File: src/design/crfp_pkg.sv
// Shared types and constants for the camera response frame parser.
`timescale 1ns / 1ps
`default_nettype none

package crfp_pkg;

  localparam int unsigned PosW = 17;

  localparam logic [7:0] SOF_BYTE = 8'h55;
  localparam logic [7:0] EOF_BYTE = 8'h23;
  localparam logic [7:0] CMD_H    = 8'h48;
  localparam logic [7:0] CMD_R    = 8'h52;
  localparam logic [7:0] CMD_E    = 8'h45;

  // Frame positions with fixed meaning
  localparam logic [PosW-1:0] POS_HUNT    = 17'd0;
  localparam logic [PosW-1:0] POS_CMD     = 17'd1;
  localparam logic [PosW-1:0] POS_SIZE0   = 17'd2;
  localparam logic [PosW-1:0] POS_SIZE3   = 17'd5;
  localparam logic [PosW-1:0] POS_PAY1    = 17'd7;
  localparam logic [PosW-1:0] POS_R_END   = 17'd8;
  localparam logic [PosW-1:0] PAY_OFFSET  = 17'd6;
  // Last reachable position: checksum high byte of a maximum length frame
  localparam logic [PosW-1:0] POS_MAX     = 17'd65542;
  localparam logic [15:0]     LEN_MIN     = 16'd3;

  typedef enum logic [2:0] {
    EV_DISCARD = 3'd0,
    EV_HEADER  = 3'd1,
    EV_PAYLOAD = 3'd2,
    EV_CSUM_LO = 3'd3,
    EV_SHORT   = 3'd4,
    EV_GOOD    = 3'd5,
    EV_BAD     = 3'd6
  } crfp_event_e;

  typedef struct packed {
    logic [PosW-1:0] position;
    logic [7:0]      command;
    logic [31:0]     size;
    logic [15:0]     running_sum;
    logic [7:0]      checksum_low;
    logic [15:0]     first_two;
    logic            done;
  } crfp_state_t;

  typedef struct packed {
    crfp_event_e event_res;
    logic [7:0]  payload_byte;
    logic [15:0] payload_index;
  } crfp_result_t;

endpackage

`default_nettype wire

File: src/design/crfp_step.sv
// Per-byte deframing step: next parser state and the result for one byte.
`timescale 1ns / 1ps
`default_nettype none

module crfp_step (
  input  crfp_pkg::crfp_state_t  cur_i,
  input  logic [7:0]             rx_byte_i,
  input  logic                   host_sent_i,
  output crfp_pkg::crfp_state_t  nxt_o,
  output crfp_pkg::crfp_result_t res_o
);
  import crfp_pkg::*;

  logic [15:0]     len;
  logic [PosW-1:0] len_p6;
  logic [PosW-1:0] pidx;
  logic            short_cmd;

  assign len       = cur_i.size[31:16];
  assign len_p6    = {1'b0, len} + PAY_OFFSET;
  assign pidx      = cur_i.position - PAY_OFFSET;
  assign short_cmd = (cur_i.command == CMD_H) || (cur_i.command == CMD_E);

  always_comb begin
    nxt_o = cur_i;
    res_o.event_res     = EV_DISCARD;
    res_o.payload_byte  = 8'h00;
    res_o.payload_index = 16'h0000;

    if (host_sent_i) begin
      nxt_o.done     = 1'b0;
      nxt_o.position = POS_HUNT;
    end else if (cur_i.position == POS_HUNT) begin
      nxt_o.done = 1'b0;
      if (rx_byte_i == SOF_BYTE) begin
        nxt_o.running_sum = 16'h0000;
        nxt_o.position    = POS_CMD;
        res_o.event_res   = EV_HEADER;
      end
    end else if (cur_i.position == POS_CMD) begin
      nxt_o.command   = rx_byte_i;
      nxt_o.position  = POS_SIZE0;
      res_o.event_res = EV_HEADER;
    end else if (cur_i.position == POS_SIZE0) begin
      if (short_cmd && rx_byte_i == EOF_BYTE) begin
        nxt_o.done      = 1'b1;
        nxt_o.position  = POS_HUNT;
        res_o.event_res = EV_SHORT;
      end else begin
        nxt_o.size      = {24'h000000, rx_byte_i};
        nxt_o.position  = cur_i.position + 17'd1;
        res_o.event_res = EV_HEADER;
      end
    end else if (cur_i.position <= POS_SIZE3) begin
      // Size word bytes 1..3, little endian
      case (cur_i.position[1:0])
        2'd3:    nxt_o.size[15:8]  = rx_byte_i;
        2'd0:    nxt_o.size[23:16] = rx_byte_i;
        2'd1:    nxt_o.size[31:24] = rx_byte_i;
        default: nxt_o.size        = cur_i.size;
      endcase
      nxt_o.position  = cur_i.position + 17'd1;
      res_o.event_res = EV_HEADER;
    end else if (cur_i.position == POS_R_END && cur_i.command == CMD_R
                 && rx_byte_i == EOF_BYTE) begin
      nxt_o.done      = 1'b1;
      nxt_o.position  = POS_HUNT;
      res_o.event_res = EV_SHORT;
    end else if (cur_i.position == POS_R_END && len < LEN_MIN) begin
      nxt_o.done      = 1'b0;
      nxt_o.position  = POS_HUNT;
      res_o.event_res = EV_BAD;
    end else if (cur_i.position <= POS_PAY1 || cur_i.position < len_p6) begin
      // The first two payload bytes always stream, even past len
      res_o.event_res     = EV_PAYLOAD;
      res_o.payload_byte  = rx_byte_i;
      res_o.payload_index = pidx[15:0];
      if (pidx < {1'b0, len}) begin
        nxt_o.running_sum = cur_i.running_sum + {8'h00, rx_byte_i};
      end
      if (pidx == 17'd0) begin
        nxt_o.first_two[7:0] = rx_byte_i;
      end else if (pidx == 17'd1) begin
        nxt_o.first_two[15:8] = rx_byte_i;
      end
      nxt_o.position = cur_i.position + 17'd1;
    end else if (cur_i.position == len_p6) begin
      nxt_o.checksum_low = rx_byte_i;
      nxt_o.position     = cur_i.position + 17'd1;
      res_o.event_res    = EV_CSUM_LO;
    end else begin
      if ({rx_byte_i, cur_i.checksum_low} == cur_i.running_sum) begin
        nxt_o.done      = 1'b1;
        res_o.event_res = EV_GOOD;
      end else begin
        nxt_o.done      = 1'b0;
        res_o.event_res = EV_BAD;
      end
      nxt_o.position = POS_HUNT;
    end
  end

endmodule

`default_nettype wire

File: src/design/camera_response_frame_parser.sv
// Top level: input register, per-byte step logic, parser state and result register.
// Datapath: a byte taken into the input register goes through the step logic into the result and state registers.
// Throughput: one byte per cycle while the output is not stalled; the step logic is combinational.
// Stalls: in_stall_o rises only when the input register is full and the result is held.
// Reset: asynchronous, active low; the parser hunts for a start byte with all state zero.
`timescale 1ns / 1ps
`default_nettype none

module camera_response_frame_parser (
  input  logic        clk_i,
  input  logic        rst_ni,
  input  logic        in_valid_i,
  output logic        in_stall_o,
  input  logic [7:0]  rx_byte_i,
  input  logic        host_sent_i,
  output logic        out_valid_o,
  input  logic        out_stall_i,
  output logic [2:0]  event_res_o,
  output logic [7:0]  payload_byte_o,
  output logic [15:0] payload_index_o,
  output logic [7:0]  command_code_o,
  output logic [31:0] size_word_o,
  output logic [15:0] packet_count_o,
  output logic        frame_done_o
);
  import crfp_pkg::*;

  logic         in_valid_q;
  logic [7:0]   rx_byte_q;
  logic         host_sent_q;
  logic         out_valid_q;
  logic         out_adv;
  logic         in_adv;
  crfp_state_t  state_q, state_d;
  crfp_result_t res_q, res_d;

  // Result register frees up when empty or taken this cycle
  assign out_adv    = in_valid_q && (!out_valid_q || !out_stall_i);
  assign in_adv     = !in_valid_q || out_adv;
  assign in_stall_o = !in_adv;

  always_ff @(posedge clk_i or negedge rst_ni) begin
    if (!rst_ni) begin
      in_valid_q <= 1'b0;
    end else if (in_adv) begin
      in_valid_q <= in_valid_i;
    end
  end

  always_ff @(posedge clk_i) begin
    if (in_adv && in_valid_i) begin
      rx_byte_q   <= rx_byte_i;
      host_sent_q <= host_sent_i;
    end
  end

  crfp_step u_step (
    .cur_i       (state_q),
    .rx_byte_i   (rx_byte_q),
    .host_sent_i (host_sent_q),
    .nxt_o       (state_d),
    .res_o       (res_d)
  );

  // State only moves together with the result register, so it always
  // matches the transaction currently on the output.
  always_ff @(posedge clk_i or negedge rst_ni) begin
    if (!rst_ni) begin
      state_q     <= '0;
      out_valid_q <= 1'b0;
    end else begin
      if (out_adv) begin
        state_q <= state_d;
      end
      if (out_adv) begin
        out_valid_q <= 1'b1;
      end else if (!out_stall_i) begin
        out_valid_q <= 1'b0;
      end
    end
  end

  always_ff @(posedge clk_i) begin
    if (out_adv) begin
      res_q <= res_d;
    end
  end

  assign out_valid_o     = out_valid_q;
  assign event_res_o     = res_q.event_res;
  assign payload_byte_o  = res_q.payload_byte;
  assign payload_index_o = res_q.payload_index;
  assign command_code_o  = state_q.command;
  assign size_word_o     = state_q.size;
  assign packet_count_o  = state_q.first_two;
  assign frame_done_o    = state_q.done;

  property p_no_bubble_stall;
    @(posedge clk_i) disable iff (!rst_ni)
      in_stall_o |-> (in_valid_q && out_valid_q);
  endproperty
  a_no_bubble_stall: assert property (p_no_bubble_stall)
    else $error("input stalled while the pipeline has room");

  property p_pos_range;
    @(posedge clk_i) disable iff (!rst_ni)
      state_q.position <= POS_MAX;
  endproperty
  a_pos_range: assert property (p_pos_range)
    else $error("frame position beyond the longest frame");

  property p_good_done;
    @(posedge clk_i) disable iff (!rst_ni)
      (out_valid_o && (res_q.event_res == EV_GOOD || res_q.event_res == EV_SHORT))
        |-> frame_done_o;
  endproperty
  a_good_done: assert property (p_good_done)
    else $error("completed frame without done flag");

  property p_end_hunts;
    @(posedge clk_i) disable iff (!rst_ni)
      (out_valid_o && (res_q.event_res == EV_GOOD || res_q.event_res == EV_BAD
                       || res_q.event_res == EV_SHORT))
        |-> (state_q.position == POS_HUNT);
  endproperty
  a_end_hunts: assert property (p_end_hunts)
    else $error("frame ended but parser did not return to hunting");

  property p_payload_zero;
    @(posedge clk_i) disable iff (!rst_ni)
      (out_valid_o && res_q.event_res != EV_PAYLOAD)
        |-> (payload_byte_o == 8'h00 && payload_index_o == 16'h0000);
  endproperty
  a_payload_zero: assert property (p_payload_zero)
    else $error("payload fields set outside a payload transaction");

endmodule

`default_nettype wire
File: config.mk
export PLATFORM = sky130hd
export DESIGN_NAME = camera_response_frame_parser
export DESIGN_NICKNAME = d
export VERILOG_FILES = /design/src/design/crfp_pkg.sv /design/src/design/crfp_step.sv /design/src/design/camera_response_frame_parser.sv
export SDC_FILE = /design/constraint.sdc
export NUM_CORES = 1
export LEC_CHECK = 0
export BUFFER_PORTS_ARGS = -buffer_cell sky130_fd_sc_hd__buf_2
export CAP_MARGIN = 30
export CORE_UTILIZATION = 64
export CTS_CLUSTER_SIZE = 30
export DETAILED_ROUTE_END_ITERATION = 8
export PLACE_DENSITY = 0.95
export SLEW_MARGIN = 25
export SYNTH_ARGS = -nofsm -noshare
export SYNTH_HDL_FRONTEND = slang
export SYNTH_SLANG_ARGS = --single-unit
File: constraint.sdc
create_clock -name clk_i -period 7.3 [get_ports clk_i]
set_clock_uncertainty 0.1 [all_clocks]
set_input_delay 0.365 -clock clk_i [delete_from_list [all_inputs] [get_ports clk_i]]
set_output_delay 0.365 -clock clk_i [all_outputs]
set_load 0.02 [all_outputs]
==> results.json, run 1 <==
{
  "synth_cells": 830,
  "drt_first_pass_iters": 6,
  "status": "complete, no violations",
  "layout_commonest_cell": "dfrtp_1",
  "finalSetupViolCount": 0,
  "fmax_mhz": 210,
  "netlist-cell-type-count": 75,
  "coreArea_um2": 12700,
  "fin_crit_sh_pct": 65.1,
  "die_area_um2": 13500,
  "grt_max_degree": 77,
  "drv_cap": 0,
  "clock_sinks": 136,
  "ys_seq_area_share_pct": 42.9,
  "area_growth_pct": 9.40,
  "cts-root-buf": "clkbuf_16",
  "ios": 99,
  "cts.repair.resized": 0,
  "worst_pin_slew_ps": 809,
  "clock_path_buffers": 2,
  "cts_tree": "done",
  "rows": 41,
  "wl_per_cell_um": 20.5,
  "syn_area_um2": 8350,
  "grt_pass1_wl_mm": 33.6,
  "wl_mm": 21.3,
  "ant_nets": 0,
  "startpoint_type": "flop",
  "overflow": 0,
  "end_kind": "flop",
  "design_area_um2": 9130,
  "layout-drive-gt1-share_pct": 22.9,
  "antenna_found_initial": 0,
  "portBuffers": 98,
  "htree_levels": 4,
  "die_x_um": 116,
  "synthFlopType": "dfrtp_1",
  "placement.cell_area_um2": 8440,
  "drv_slew": 0,
  "ir_drop_mv": 0.212,
  "nets": 918,
  "drt_iter0_markers": 905,
  "synthArstFlopShare_pct": 73.5,
  "worstPathArrival_ps": 4930,
  "setup_ws_ps": 2550,
  "cp.required_ps": 7480,
  "cpPeakStageDelay_ps": 610,
  "power.leakage_nw": 4.36,
  "dp_hpwl_mm": 13.9,
  "final-hold-violation-count": 0,
  "clock_latency_ps": 430,
  "die_h_um": 116,
  "hold_ws_ps": 13.7,
  "power.density_nw_per_um2": 306,
  "cts_buffers": 17,
  "drc_errors": 0,
  "grt.total_usage_pct": 32.9,
  "grt_pass1_vias": 6779,
  "yosysWarnings": 0,
  "min_period_ps": 4750,
  "crit_chain": "a2111oi_2 -> nand2_1 -> or2_2 -> or4_1 -> xnor2_1 -> ha_1 -> nand2_1 -> o21ai_0 -> a2111oi_0 -> o211ai_1 -> a2111o_1 -> and2_4 -> o41ai_1",
  "fin_tns_setup_ps": 0,
  "dr_total_vias": 6897,
  "syn-num-nets": 891,
  "viasPerCell": 6.62,
  "pre_cts_slack_ps": 2750,
  "cts.clk_slew.worst_paths_ps": 60,
  "synth-seq-cells": 136,
  "finalPower_mw": 2.79,
  "crit_path_frequent_cell": "nand2_1",
  "place.gp.congestion": 0.982,
  "n_antenna_cell": 0,
  "crit_path_top_delay_cell": "dfrtp_1",
  "slew_headroom_pct": 46.0,
  "syn_area_per_cell_um2": 10.1,
  "rsz0062_at_grt": "false",
  "synth_edf_count": 36,
  "layout_common_cells": "dfrtp_1 (100), buf_2 (97), nand2_1 (75)",
  "start_util_pct": 65.9,
  "critPathKind": "reg2reg",
  "critPathMaxFanout": 22,
  "min_path_type": "in2reg"
}
==> synth_stat cells (15+ instances only) <==
library cell,number,share of area [%]
dfrtp_1,100,30
nand2_1,75,3.4
buf_4,60,5.4
ha_1,47,7.0
nor2_1,42,1.9
mux2_2,39,5.3
inv_1,37,1.7
edfxtp_1,36,13
and3_1,31,2.3
o21ai_0,30,1.8
xor2_1,29,3.0
a21oi_1,26,1.6
nand3_1,25,1.5
a31oi_1,22,1.6
xnor2_1,21,2.2
clkbuf_1,19,0.85
buf_2,15,0.90
==> registers in the layout (all words and copies together) (netlist names), 3 cells and up <==
register         cells
packet_count_o      16
size_word_o         32
rx_byte_q            8
event_res_o          3
state_q             41
payload_byte_o       8
payload_index_o     16
command_code_o       8
==> cells by family after synthesis <==
logic type / share of synthesized area (%)
AO/OA/AOI/OAI: 12.6
XOR/XNOR: 5.25
adder cells (fa/ha/maj): 7.28
buffers and inverters: 9.26
flip-flops: 42.9
multiplexers: 5.57
AND/OR/NAND/NOR: 17.1
==> power breakdown <==
group | total (mW) | switching (mW) | internal (mW)
registers | 1.05 | 0.147 | 0.899
logic | 0.886 | 0.563 | 0.323
clock network | 0.859 | 0.348 | 0.511
==> what timing repair did <==
action | 4_1_cts | 5_1_grt
hold buffers | 4 | 1
setup buffers | 0 | 0
endpoints found under the hold margin | 27 | 1
==> final timing paths <==
| kind | slack, ps | start | depth (start not counted) | endpoint |
|---|---|---|---|---|
| min in group asynchronous | 290 | rst_ni | 2 | size_word_o[14] |
| hold reg to reg | 400 | in_valid_q | 1 | out_valid_o |
| hold / removal | 10 | rx_byte_i[3] | 1 | rx_byte_q[3] |
| setup reg to reg | 2550 | state_q[84] | 13 | state_q[35] |
| setup / recovery | 2550 | state_q[84] | 13 | state_q[35] |
| max in group asynchronous | 5800 | rst_ni | 4 | state_q[91] |
==> critical path, delay by kind of cell (launching register included) <==
family / cells / cell delay [ps]
DFF: 1 / 610
and+or+nand+nor: 5 / 1310
AOI/OAI and AO/OA: 6 / 2010
adders and majority gates: 1 / 310
xor gates and xnor gates: 1 / 250
==> routing by layer <==
layer | wire length [µm] | global-route usage, % | up-vias
li1 | - | - | 3005
met1 | 7860 | 39.8 | 3272
met2 | 10200 | 53.6 | 490
met3 | 2210 | 8.61 | 130
met4 | 1030 | 18.9 | 0
met5 | 0 | 0 | -
==> area by class of cell <==
cell class	count	area, µm²
fill	809	3540
sequential	136	3580
multi-input combinational	559	4010
tap	172	215
clock inverter	12	113
timing repair buffer	106	598
clock buffer	20	479
inverter	37	139
==> metrics by stage <==
stage               std cells  utilization, %
floorplan                 830               -
global placement         1003            66.6
finish                   1042            72.1
global route             1042            72.1
CTS                      1039            71.6
detailed placement       1003            66.6
Note: power is estimated with default switching activity, not from simulation.
==> inputs of run 2 (changes only) <==
CORE_UTILIZATION = 54   (was 64)
PLACE_DENSITY = 0.88   (was 0.95)
clock period = 4.35 ns   (was 7.3 ns; I/O delays follow)
==> results.json, run 2 (synthesis gave the netlist of run 1 again) <==
{
  "status": "complete, no violations",
  "min_path_type": "in2async",
  "wl_per_cell_um": 18.7,
  "layout-drive-gt1-share_pct": 23.8,
  "grt_max_degree": 66,
  "finalSetupViolCount": 0,
  "portBuffers": 98,
  "fill_cells": 1172,
  "die_h_um": 126,
  "regMostFlops": "state_q",
  "wl_mm": 20.1,
  "drt_first_pass_iters": 6,
  "use_met2_pct": 45.2,
  "fin_tns_setup_ps": 0,
  "overflow": 0,
  "end_kind": "flop",
  "clock_sinks": 136,
  "htree_levels": 4,
  "power.density_nw_per_um2": 502,
  "area_growth_pct": 11.1,
  "fin_crit_sh_pct": 93.9,
  "clock_latency_ps": 430,
  "drv_cap": 0,
  "rows": 45,
  "crit_chain": "a2111oi_2 -> nand2_1 -> or2_2 -> or4_1 -> xnor2_1 -> ha_1 -> nand2_1 -> o21ai_0 -> a2111oi_1 -> o211ai_1 -> a2111o_1 -> and2_4 -> o41ai_1",
  "clock_path_buffers": 2,
  "grt_pass1_vias": 6357,
  "largest_reg_flops": 41,
  "setup_ws_ps": 267,
  "cts_tree": "done",
  "critPathMaxFanout": 22,
  "cts.clk_slew.worst_paths_ps": 60,
  "pre_cts_slack_ps": 320,
  "viasPerCell": 6.07,
  "worst_pin_slew_ps": 819,
  "cp.required_ps": 4550,
  "grt.total_usage_pct": 26.5,
  "cp_top_family": "compound AO/OA/AOI/OAI gates",
  "drc_errors": 0,
  "place.gp.congestion": 0.910,
  "start_util_pct": 55.1,
  "antenna_found_initial": 0,
  "die_x_um": 126,
  "die_area_um2": 16000,
  "grtUsageMet3_pct": 6.03,
  "use_met1_pct": 33.3,
  "worst-path-buf-inv": 0,
  "min_period_ps": 4080,
  "drt_iter0_markers": 581,
  "ir_drop_mv": 0.370,
  "n_antenna_cell": 0,
  "cts-root-buf": "clkbuf_16",
  "dr_total_vias": 6546,
  "cpPeakStageDelay_ps": 510,
  "layout_common_cells": "dfrtp_1 (100), buf_2 (97), nand2_1 (75)",
  "critPathKind": "reg2reg",
  "startpoint_type": "flop",
  "grt_pass1_wl_mm": 32.6,
  "layout_commonest_cell": "dfrtp_1",
  "fmax_mhz": 245,
  "ant_nets": 0,
  "cts_buffers": 17,
  "multiInputGateArea_um2": 4000,
  "final-seq-area_um2": 3580,
  "final-hold-violation-count": 0,
  "coreArea_um2": 15100,
  "design_area_um2": 9270,
  "ios": 99,
  "worstPathArrival_ps": 4290,
  "dp_hpwl_mm": 14.3,
  "power.leakage_nw": 4.43,
  "placement.cell_area_um2": 8570,
  "crit_path_top_delay_cell": "dfrtp_1",
  "slew_headroom_pct": 45.4,
  "nets": 938,
  "rsz0062_at_grt": "false",
  "crit_path_frequent_cell": "nand2_1",
  "top_usage_layer": "met2",
  "drv_slew": 0
}
-- run 2: final timing paths --
path	startpoint	to	slack, ps	cells after the start
max in group asynchronous	rst_ni	out_valid_o	2850	3
setup / recovery	state_q[86]	state_q[34]	270	13
hold / removal	rst_ni	size_word_o[18]	340	2
min in group clk_i	in_valid_q	out_valid_o	380	1
hold reg to reg	in_valid_q	out_valid_o	380	1
setup reg to reg	state_q[86]	state_q[34]	270	13
-- run 2: power breakdown --
part	internal [mW]	switching [mW]	total, mW
clock	0.840	0.571	1.41
combinational	0.556	0.953	1.51
sequential	1.51	0.224	1.73
-- run 2: through the flow --
| stage | hold WS (ps) | total power [mW] | instances | util, % |
|---|---|---|---|---|
| 5_1_grt | 398 | 4.90 | 1078 | 61.2 |
| 6_report | 335 | 4.65 | 1078 | 61.2 |
| 4_1_cts | 378 | 4.64 | 1078 | 61.2 |
| 3_3_place_gp | 247 | 3.18 | 1033 | 56.5 |
| 3_5_place_dp | 257 | 3.22 | 1034 | 56.6 |
| 2_1_floorplan | -178 | 2.94 | 830 | - |
-- run 2: layout make-up --
class / count / share of cell area [%]
repair buffers: 126 / 7.91
well taps: 188 / 2.54
flip-flops and latches: 136 / 38.6
clock buffers: 20 / 5.05
clock inverters: 12 / 1.25
multi-input cells: 559 / 43.1
inverters: 37 / 1.50
-- run 2: metal layers --
layer	wire length [µm]	vias to the layer above
met1	8340	3159
met5	0	-
met2	9970	306
met4	455	0
met3	1370	46
li1	-	3035
-- run 2: worst register-to-register path: stages, from the launching register on --
cell and delay, ps:
dfrtp_1 510, a2111oi_2 390, nand2_1 130, or2_2 310, or4_1 430, xnor2_1 200
ha_1 270, nand2_1 90, o21ai_0 100, a2111oi_1 380, o211ai_1 150, a2111o_1 320
and2_4 230, o41ai_1 360
-- run 2: what timing repair did --
| action | in CTS | in global routing |
|---|---|---|
| endpoints found under the setup margin | 0 | 1 |
| endpoints found under the hold margin | 75 | 0 |
| hold buffers | 12 | 0 |
| gates resized for setup | 0 | 1 |
| setup buffers | 0 | 0 |
